[src/hw/rtl/assert_macros.svh]
// Assertion macros shared by the quadrature position counter RTL.
// Each macro expects signals named clk and rst in the including scope.
`ifndef ASSERT_MACROS_SVH
`define ASSERT_MACROS_SVH

// Same-cycle implication, disabled while reset is high.
`define QPC_ASSERT_IMPL(lbl, ante, cons) \
  lbl: assert property (@(posedge clk) disable iff (rst) (ante) |-> (cons)) \
    else $error("qpc assertion failed");

// Next-cycle implication, disabled while reset is high.
`define QPC_ASSERT_NEXT(lbl, ante, cons) \
  lbl: assert property (@(posedge clk) disable iff (rst) (ante) |=> (cons)) \
    else $error("qpc assertion failed");

`endif

[src/hw/rtl/qpc_pkg.sv]
// Shared constants for the quadrature position counter.
// Used by qpc_decode, qpc_scale and quadrature_position_counter_top; no dependencies.
package qpc_pkg;

  localparam int COUNT_BITS_DEF = 32;
  localparam int SCALE_W        = 20;
  localparam int POS_W          = 52;
  localparam int RAW_W          = 32;
  localparam int ZV_W           = 32;
  localparam int OP_W           = 2;
  localparam int CFG_IDX_W      = 1;

  localparam logic [OP_W-1:0] OP_SAMPLE   = 2'd0;
  localparam logic [OP_W-1:0] OP_ZERO_CUR = 2'd1;
  localparam logic [OP_W-1:0] OP_ZERO_VAL = 2'd2;
  localparam logic [OP_W-1:0] OP_CLEAR    = 2'd3;

  localparam logic [CFG_IDX_W-1:0] CFG_COUNT_MODE = 1'd0;
  localparam logic [CFG_IDX_W-1:0] CFG_SCALE      = 1'd1;

  localparam logic MODE_X1 = 1'b0;
  localparam logic MODE_X4 = 1'b1;

  localparam logic               MODE_RESET  = MODE_X4;
  localparam logic [SCALE_W-1:0] SCALE_RESET = 20'd2000;

endpackage

[src/hw/rtl/qpc_decode.sv]
// Encoder decoder: keeps the count, zero point and previous pin levels.
// Depends on qpc_pkg and assert_macros.svh.
`include "assert_macros.svh"

module qpc_decode #(
  parameter int COUNT_BITS = qpc_pkg::COUNT_BITS_DEF
) (
  input  logic                         clk,
  input  logic                         rst,
  input  logic                         accept,
  input  logic [qpc_pkg::OP_W-1:0]     op,
  input  logic                         pin_a,
  input  logic                         pin_b,
  input  logic signed [qpc_pkg::ZV_W-1:0] zero_value,
  input  logic                         count_mode,
  output logic [COUNT_BITS-1:0]        count,
  output logic [COUNT_BITS-1:0]        zero,
  output logic                         illegal
);

  logic                  last_a;
  logic                  last_b;
  logic                  last_seen;
  logic [COUNT_BITS-1:0] count_next;
  logic [COUNT_BITS-1:0] zero_next;
  logic                  last_a_next;
  logic                  last_b_next;
  logic                  last_seen_next;
  logic                  illegal_next;
  logic                  step_en;
  logic                  step_up;
  logic                  chg_a;
  logic                  chg_b;

  assign chg_a = pin_a != last_a;
  assign chg_b = pin_b != last_b;

  always_comb begin
    zero_next      = zero;
    last_a_next    = last_a;
    last_b_next    = last_b;
    last_seen_next = last_seen;
    illegal_next   = 1'b0;
    step_en        = 1'b0;
    step_up        = 1'b0;
    count_next     = count;
    case (op)
      qpc_pkg::OP_SAMPLE: begin
        last_a_next    = pin_a;
        last_b_next    = pin_b;
        last_seen_next = 1'b1;
        if (last_seen) begin
          if (count_mode == qpc_pkg::MODE_X1) begin
            step_en = !last_a && pin_a;
            step_up = !pin_b;
          end else if (chg_a && chg_b) begin
            illegal_next = 1'b1;
          end else if (chg_a) begin
            step_en = 1'b1;
            step_up = pin_a != pin_b;
          end else if (chg_b) begin
            step_en = 1'b1;
            step_up = pin_a == pin_b;
          end
        end
      end
      qpc_pkg::OP_ZERO_CUR: begin
        zero_next = count;
      end
      qpc_pkg::OP_ZERO_VAL: begin
        zero_next = COUNT_BITS'(zero_value);
      end
      default: begin
        last_a_next    = pin_a;
        last_b_next    = pin_b;
        last_seen_next = 1'b1;
      end
    endcase
    if (op == qpc_pkg::OP_CLEAR) begin
      count_next = '0;
    end else if (step_en) begin
      count_next = count + (step_up ? COUNT_BITS'(1) : {COUNT_BITS{1'b1}});
    end
  end

  always_ff @(posedge clk) begin
    if (rst) begin
      count     <= '0;
      zero      <= '0;
      last_a    <= 1'b0;
      last_b    <= 1'b0;
      last_seen <= 1'b0;
      illegal   <= 1'b0;
    end else if (accept) begin
      count     <= count_next;
      zero      <= zero_next;
      last_a    <= last_a_next;
      last_b    <= last_b_next;
      last_seen <= last_seen_next;
      illegal   <= illegal_next;
    end
  end

  `QPC_ASSERT_NEXT(a_clear_count, accept && op == qpc_pkg::OP_CLEAR, count == '0 && last_seen)
  `QPC_ASSERT_NEXT(a_first_sample, accept && !last_seen, !illegal && $stable(count))
  `QPC_ASSERT_NEXT(a_illegal_mode, accept && count_mode == qpc_pkg::MODE_X1, !illegal)

endmodule

[src/hw/rtl/qpc_scale.sv]
// Position pipeline: difference, magnitude, multiply by scale, saturate and sign.
// Depends on qpc_pkg.
module qpc_scale #(
  parameter int COUNT_BITS = qpc_pkg::COUNT_BITS_DEF
) (
  input  logic                               clk,
  input  logic                               en,
  input  logic [COUNT_BITS-1:0]              count,
  input  logic [COUNT_BITS-1:0]              zero,
  input  logic                               illegal,
  input  logic [qpc_pkg::SCALE_W-1:0]        scale,
  output logic signed [qpc_pkg::RAW_W-1:0]   raw_count,
  output logic signed [qpc_pkg::POS_W-1:0]   position_nm,
  output logic                               status,
  output logic                               illegal_step
);

  localparam int PW = COUNT_BITS + qpc_pkg::SCALE_W;
  localparam int LW = (PW > qpc_pkg::POS_W + 1) ? PW : qpc_pkg::POS_W + 1;
  localparam logic [LW-1:0] LIM_NEG = LW'(1) << (qpc_pkg::POS_W - 1);
  localparam logic [LW-1:0] LIM_POS = LIM_NEG - LW'(1);

  logic [COUNT_BITS-1:0] diff;
  logic [COUNT_BITS-1:0] s2_mag;
  logic                  s2_neg;
  logic [COUNT_BITS-1:0] s2_count;
  logic                  s2_illegal;
  logic [PW-1:0]         s3_prod;
  logic                  s3_neg;
  logic [COUNT_BITS-1:0] s3_count;
  logic                  s3_illegal;
  logic [LW-1:0]         prod_ext;
  logic [LW-1:0]         lim;
  logic [LW-1:0]         psat;
  logic [LW-1:0]         pos;

  assign diff     = count - zero;
  assign prod_ext = LW'(s3_prod);
  assign lim      = s3_neg ? LIM_NEG : LIM_POS;
  assign psat     = (prod_ext > lim) ? lim : prod_ext;
  assign pos      = s3_neg ? (LW'(0) - psat) : psat;

  always_ff @(posedge clk) begin
    if (en) begin
      s2_neg       <= diff[COUNT_BITS-1];
      s2_mag       <= diff[COUNT_BITS-1] ? (COUNT_BITS'(0) - diff) : diff;
      s2_count     <= count;
      s2_illegal   <= illegal;
      s3_prod      <= PW'(s2_mag) * PW'(scale);
      s3_neg       <= s2_neg;
      s3_count     <= s2_count;
      s3_illegal   <= s2_illegal;
      raw_count    <= qpc_pkg::RAW_W'($signed(s3_count));
      position_nm  <= pos[qpc_pkg::POS_W-1:0];
      status       <= scale == '0;
      illegal_step <= s3_illegal;
    end
  end

endmodule

[src/hw/rtl/quadrature_position_counter_top.sv]
// Quadrature position counter, top level. A transaction passes through the decode,
// magnitude, multiply and saturate stages in order before its result is valid.
// Throughput: one transaction per cycle; the pipeline halts only while the output stalls.
// Reset (synchronous) clears count, zero and pin history, empties the pipeline, and sets
// count_mode to x4 and the scale to 2000 nm per count.
// Depends on qpc_pkg, qpc_decode, qpc_scale and assert_macros.svh.
`include "assert_macros.svh"

module quadrature_position_counter_top #(
  parameter int COUNT_BITS = qpc_pkg::COUNT_BITS_DEF
) (
  input  logic                                clk,
  input  logic                                rst,
  input  logic                                cfg_wr_en,
  input  logic [qpc_pkg::CFG_IDX_W-1:0]       cfg_index,
  input  logic [qpc_pkg::SCALE_W-1:0]         cfg_wdata,
  input  logic                                in_valid,
  output logic                                in_stall,
  input  logic [qpc_pkg::OP_W-1:0]            op,
  input  logic                                pin_a,
  input  logic                                pin_b,
  input  logic signed [qpc_pkg::ZV_W-1:0]     zero_value,
  output logic                                out_valid,
  input  logic                                out_stall,
  output logic signed [qpc_pkg::RAW_W-1:0]    raw_count,
  output logic signed [qpc_pkg::POS_W-1:0]    position_nm,
  output logic                                status,
  output logic                                illegal_step
);

  logic                        count_mode;
  logic [qpc_pkg::SCALE_W-1:0] scale_nm_per_count;
  logic                        en;
  logic                        accept;
  logic                        v1;
  logic                        v2;
  logic                        v3;
  logic [COUNT_BITS-1:0]       count;
  logic [COUNT_BITS-1:0]       zero;
  logic                        illegal;

  assign en       = !(out_valid && out_stall);
  assign in_stall = !en;
  assign accept   = in_valid && en;

  always_ff @(posedge clk) begin
    if (rst) begin
      count_mode         <= qpc_pkg::MODE_RESET;
      scale_nm_per_count <= qpc_pkg::SCALE_RESET;
    end else if (cfg_wr_en) begin
      case (cfg_index)
        qpc_pkg::CFG_COUNT_MODE: count_mode <= cfg_wdata[0];
        qpc_pkg::CFG_SCALE:      scale_nm_per_count <= cfg_wdata;
        default: ;
      endcase
    end
  end

  always_ff @(posedge clk) begin
    if (rst) begin
      v1        <= 1'b0;
      v2        <= 1'b0;
      v3        <= 1'b0;
      out_valid <= 1'b0;
    end else if (en) begin
      v1        <= in_valid;
      v2        <= v1;
      v3        <= v2;
      out_valid <= v3;
    end
  end

  qpc_decode #(
    .COUNT_BITS(COUNT_BITS)
  ) u_decode (
    .clk        (clk),
    .rst        (rst),
    .accept     (accept),
    .op         (op),
    .pin_a      (pin_a),
    .pin_b      (pin_b),
    .zero_value (zero_value),
    .count_mode (count_mode),
    .count      (count),
    .zero       (zero),
    .illegal    (illegal)
  );

  qpc_scale #(
    .COUNT_BITS(COUNT_BITS)
  ) u_scale (
    .clk          (clk),
    .en           (en),
    .count        (count),
    .zero         (zero),
    .illegal      (illegal),
    .scale        (scale_nm_per_count),
    .raw_count    (raw_count),
    .position_nm  (position_nm),
    .status       (status),
    .illegal_step (illegal_step)
  );

  `QPC_ASSERT_IMPL(a_status_scale, out_valid, status == (scale_nm_per_count == '0))
  `QPC_ASSERT_IMPL(a_invalid_pos, out_valid && status, position_nm == '0)
  `QPC_ASSERT_NEXT(a_pipe_advance, v3 && en, out_valid)

endmodule
[config.mk]
export PLATFORM = sky130hd
export DESIGN_NAME = quadrature_position_counter_top
export DESIGN_NICKNAME = d
export VERILOG_FILES = /design/src/hw/rtl/qpc_pkg.sv /design/src/hw/rtl/qpc_decode.sv /design/src/hw/rtl/qpc_scale.sv /design/src/hw/rtl/quadrature_position_counter_top.sv
export VERILOG_INCLUDE_DIRS = /design/src /design/src/hw/rtl
export SDC_FILE = /design/constraint.sdc
export NUM_CORES = 2
export LEC_CHECK = 0
export BUFFER_PORTS_ARGS = -buffer_cell sky130_fd_sc_hd__buf_2
export CAP_MARGIN = 20
export CORE_MARGIN = 1.5
export CORE_UTILIZATION = 56
export CTS_CLUSTER_DIAMETER = 50
export DETAILED_ROUTE_END_ITERATION = 10
export PLACE_DENSITY = 0.81
export SYNTH_ARGS = -nofsm -noshare
export SYNTH_HDL_FRONTEND = slang
export SYNTH_SLANG_ARGS = --single-unit
[constraint.sdc]
create_clock -name clk -period 13.05 [get_ports clk]
set_input_delay 3.2625 -clock clk [delete_from_list [all_inputs] [get_ports clk]]
set_output_delay 3.2625 -clock clk [all_outputs]
set_load 0.03 [all_outputs]
[After elaboration in Yosys (flattened, before gate mapping)]
Cells that the tools add are included.
Operators by class
  add/sub/neg operators: 4
  $mul: 1
  magnitude comparators: 1
  eq/ne operators: 7
  multiplexer cells: 24
  bitwise logic cells: 2
  reduce and logical (&&, ||, !) cells: 17
Operators by type and width (count)
  $mux W52: 3
  $mux W32: 3
  $pmux W32 S2: 1
  $gt A52 B53 Y1: 1
  $mul A32 B20 Y52: 1
  $sub A1 B52 Y52 const A: 1
  $add A32 B32 Y32: 1
  $sub A1 B32 Y32 const A: 1
  $sub A32 B32 Y32: 1
  $mux W31: 1
  $logic_not A20 Y1: 1
  $mux W1: 16
  $reduce_and A2 Y1: 5
  $eq A2 B2 Y1 const B: 2
  $logic_and A1 B1 Y1: 4
  $reduce_bool A2 Y1: 2
  $logic_not A1 Y1: 3
  $ne A1 B1 Y1: 3
  $eq A2 B1 Y1 const B: 1
  $logic_not A2 Y1: 1
  $not A1 Y1: 2
  $reduce_or A2 Y1: 1
  $eq A1 B1 Y1: 1
Word-level totals
  bits in registers: 331
  input port bits: 62
  output and inout port bits: 88
  logic and storage cells: 81

[Logic depth before layout (Yosys ltp)]
  word-level depth: 11
  mapped depth: 27
  mapped depth without buffers: 26

[Hierarchy]
Synthesis repeated with hierarchy kept, for this count alone.
Second synthesis, totals
  cells, all modules: 4137
  area total of the unflattened synthesis: 39261.4 um2
By module, submodules not included
  qpc_scale: times used 1, cells an instance 3494, area each 33674.8 um2, sequential area each 7146.9 um2
  qpc_decode: times used 1, cells an instance 536, area each 4499.3 um2, sequential area each 1361.3 um2
  quadrature_position_counter_top: times used 1, cells an instance 107, area each 1087.3 um2, sequential area each 500.5 um2

[Worst setup path before layout]
Ideal clock, no wire load.
  kind: in2out
  start point: in out_stall
  end point: out in_stall
  arrival time: 9.883 ns
  path slack: -0.096 ns
  stages: 2
  path through: nand2_1 inv_1
On the way
  cells in the longest elaborated chain, start to end: 1
RTL lines
  start: declaration: line quadrature_position_counter_top.sv:24  | input logic out_stall,
  $logic_and A1 B1 Y1: line quadrature_position_counter_top.sv:42  | assign en = !(out_valid && out_stall);
  end: declaration: line quadrature_position_counter_top.sv:18  | output logic in_stall,
Every way passes these cells.

[Final worst setup path]
  start point: reg u_scale.s2_mag[10]
  end point: reg u_scale.s3_prod[48], data pin
On the way
  cells in the longest elaborated chain, start to end: 1
RTL lines
  start: declaration: line qpc_scale.sv:24  | logic [COUNT_BITS-1:0] s2_mag;
  start signal: assignment: line qpc_scale.sv:46  | s2_mag <= diff[COUNT_BITS-1] ? (COUNT_BITS'(0) - diff) : diff;
  $mul A32 B20 Y52: line qpc_scale.sv:49  | s3_prod <= PW'(s2_mag) * PW'(scale);
  end signal: assignment: line qpc_scale.sv:49
  end: declaration: line qpc_scale.sv:28  | logic [PW-1:0] s3_prod;
Every way passes these cells.
A chain may end at the register's enable or synchronous reset.

==> flow_metrics.py <==
metrics = {
    "outcome": {
        "status": "finished, final reports clean",
    },
    "min_path": {
        "hold_class": "flop to flop",
    },
    "worst_setup_path": {
        "cp_max_fo": 20,
        "cp-start-kind": "flop",
        "path_class": "flop to flop",
        "required_ps": 13350,
        "cp.arrival_ps": 8170,
        "r2r_slack_ps": 5180,
        "worstSetupEndpointType": "flop",
    },
    "logic_synthesis": {
        "synthTopCellsByArea": "fa_1 28%, edfxtp_1 19%, ha_1 9.2%",
        "yosysMostFrequentCell": "inv_1",
        "yosys-top-cells-count": "637 x inv_1, 538 x fa_1, 531 x nand2_1",
        "synthFlopType": "edfxtp_1",
        "yosys.area.top_type": "fa_1",
        "synth_seq_cells": 331,
        "ys.warnings.count": 0,
        "synthesis.nets": 4971,
        "synthMuxAreaShare_pct": 1.15,
        "yosys.area_share.adder_pct": 37.2,
        "syn_inst": 4089,
        "synth_area_um2": 38400,
        "synth-xor-area-share_pct": 2.74,
        "postSynth.asyncResetShare_pct": 0,
        "synth.avg_cell_area_um2": 9.40,
        "seq_area_frac_synth_pct": 23.4,
        "synth_compound_area_share_pct": 10.7,
        "synth_top_family_by_area": "adder cells",
        "synthSimpleGateAreaFrac_pct": 16.5,
        "synth_edf_count": 238,
        "synthDistinctLibCells": 82,
        "netlist.area_leader.share_pct": 28.0,
    },
    "layout": {
        "fin_area_um2": 41100,
        "multi_input_area_um2": 26300,
        "fin_nets": 4989,
        "fillers": 5527,
        "synthToLayoutAreaGrowth_pct": 6.98,
        "final_cells": 5012,
        "layout.area.seq_um2": 9010,
        "drive_gt1_share_pct": 6.67,
    },
    "global_route": {
        "grt_usage_pct": 26.8,
        "grt_start_max_net_pins": 182,
        "antenna_found_initial": 1,
        "overflow": 0,
        "grt_pass1_wl_mm": 150,
        "grt_pass1_vias": 29300,
    },
    "detailed_routing": {
        "avgViaCountPerCell": 5.80,
        "drt_wl_total_mm": 92.6,
        "dr_total_vias": 29100,
        "avgRoutedWirePerCell_um": 18.5,
        "drt_first_pass_iters": 5,
        "drc": 0,
        "drt_iter0_drc": 2527,
        "antenna_left": 0,
    },
    "sta": {
        "post-route-period-util_pct": 60.3,
        "finalSetupViolCount": 0,
        "period_minus_slack_ps": 7870,
        "rsz0062_at_grt": "no",
        "layout_setup_ws_ps": 5180,
        "worst_pin_slew_ps": 1030,
        "fmax_ghz": 0.127,
        "clock_skew_ps": 38.1,
        "setup_tns_ps": 0,
        "slew_violations": 0,
        "maxSlewHeadroom_pct": 31.3,
        "hold_violations": 0,
    },
    "place": {
        "dp.cells": 4937,
        "post-dp-hpwl_mm": 69.7,
        "portBuffers": 149,
        "placed_area_um2": 39800,
        "place_congestion": 0.938,
        "post-place-ws_ps": 5190,
    },
    "clock_network": {
        "cts_buffers": 39,
        "cts_buffer_depth": 3,
        "ctsRootBufferMaster": "clkbuf_16",
        "ctsResizeCount": 0,
        "cts.clk_slew.worst_paths_ps": 60,
        "cts.htree.levels": 2,
        "clk_latency_ps": 580,
        "cts_tree": "done",
        "cts_hold_buf": 0,
        "clock_sinks": 331,
        "post_cts_buffers": 0,
    },
    "floorplanning": {
        "die_y_um": 265,
        "die_x_um": 265,
        "die_area_um2": 70200,
        "ioPinCount": 150,
        "core_um2": 67500,
        "row_count": 95,
        "initial_core_util_pct": 56.9,
    },
    "job": {
        "maxCapViolations": 0,
    },
}
[registers in the layout, indices dropped and copies added, names as in the netlist, 20 cells and up]
| register | count |
|---|---|
| u_scale.s3_prod | 52 |
| scale_nm_per_count | 20 |
| u_scale.s3_count | 32 |
| u_scale.raw_count | 32 |
| u_decode.count | 32 |
| u_decode.zero | 32 |
| u_scale.s2_count | 32 |
| u_scale.position_nm | 52 |
| u_scale.s2_mag | 32 |
[metrics by stage]
step                util, %  hold WS (ps)
floorplan                 -           400
global placement       58.9           401
detailed placement     58.9           405
CTS                    60.8           418
global route           60.9           422
finish                 60.9           415
[final cells by class]
type                       instances  share of cell area [%]
inverter                         639                    5.84
clock buffer                      52                    2.58
clock inverter                    20                   0.603
timing repair buffer             183                    2.51
antenna                            1                 0.00609
tap                              873                    2.66
sequential                       331                    21.9
multi-input combinational       2913                    63.9
[per-layer routing]
metal	routed length [um]	vias up	global-route usage [%]
li1	-	13400	-
met1	37400	14100	34.9
met2	43600	1329	44.4
met3	8140	232	5.31
met4	3460	0	9.85
met5	0	-	0
[cell families (layout without fill, tap and decap cells)]
logic type / Yosys count / count (layout)
AO/OA/AOI/OAI: 636 / 636
XOR/XNOR: 120 / 120
adder cells (fa/ha/maj): 820 / 820
buffers and inverters: 845 / 894
flip-flops: 331 / 331
multiplexers: 44 / 44
other: 0 / 1
AND/OR/NAND/NOR: 1293 / 1293
[critical path, cell delays in order (launching register included)]
cell and delay (ps):
edfxtp_1 1000, nand2_1 200, fa_1 550, fa_1 570
fa_1 460, fa_1 550, inv_1 50, fa_1 440
fa_1 490, inv_1 50, fa_1 470, inv_1 40
ha_1 380, and4_1 280, and3_1 200, o2111ai_1 210
a211oi_1 660, o21ai_0 200, a31o_2 280, o31ai_1 270
a21oi_1 120, xnor2_1 130
[layout by cell type (no fill, tap or decap), types with 18 or more instances in the layout]
cell type    n
ha_1       281
a211oi_1    63
inv_1      637
nand2b_1    18
nor2_1     174
nand2_1    530
buf_2      149
o31ai_1     18
o21bai_1    19
nor3_1      48
and2_1     299
xor2_1      43
buf_4       31
nor2b_1     22
fa_1       538
a22oi_1     20
o21a_1      22
nand4_1     28
nand3_1     51
clkbuf_16   39
nor4_1      21
a21oi_1    189
o21ai_0    115
or3_1       27
edfxtp_1   238
mux2i_1     43
xnor2_1     77
a21o_1      78
dfxtp_1     93
a31oi_1     19
[final timing paths]
kind / start / end / cells past startpoint
setup / recovery: u_scale.s2_mag[10] / u_scale.s3_prod[48] / 21
hold / removal: u_scale.s3_count[11] / u_scale.raw_count[11] / 0
setup reg to reg: u_scale.s2_mag[10] / u_scale.s3_prod[48] / 21
hold reg to reg: u_scale.s3_count[11] / u_scale.raw_count[11] / 0
Power is left out: the tool's default activity adds up to more than one toggle a clock period on the data nets, which glitch-free logic cannot reach.
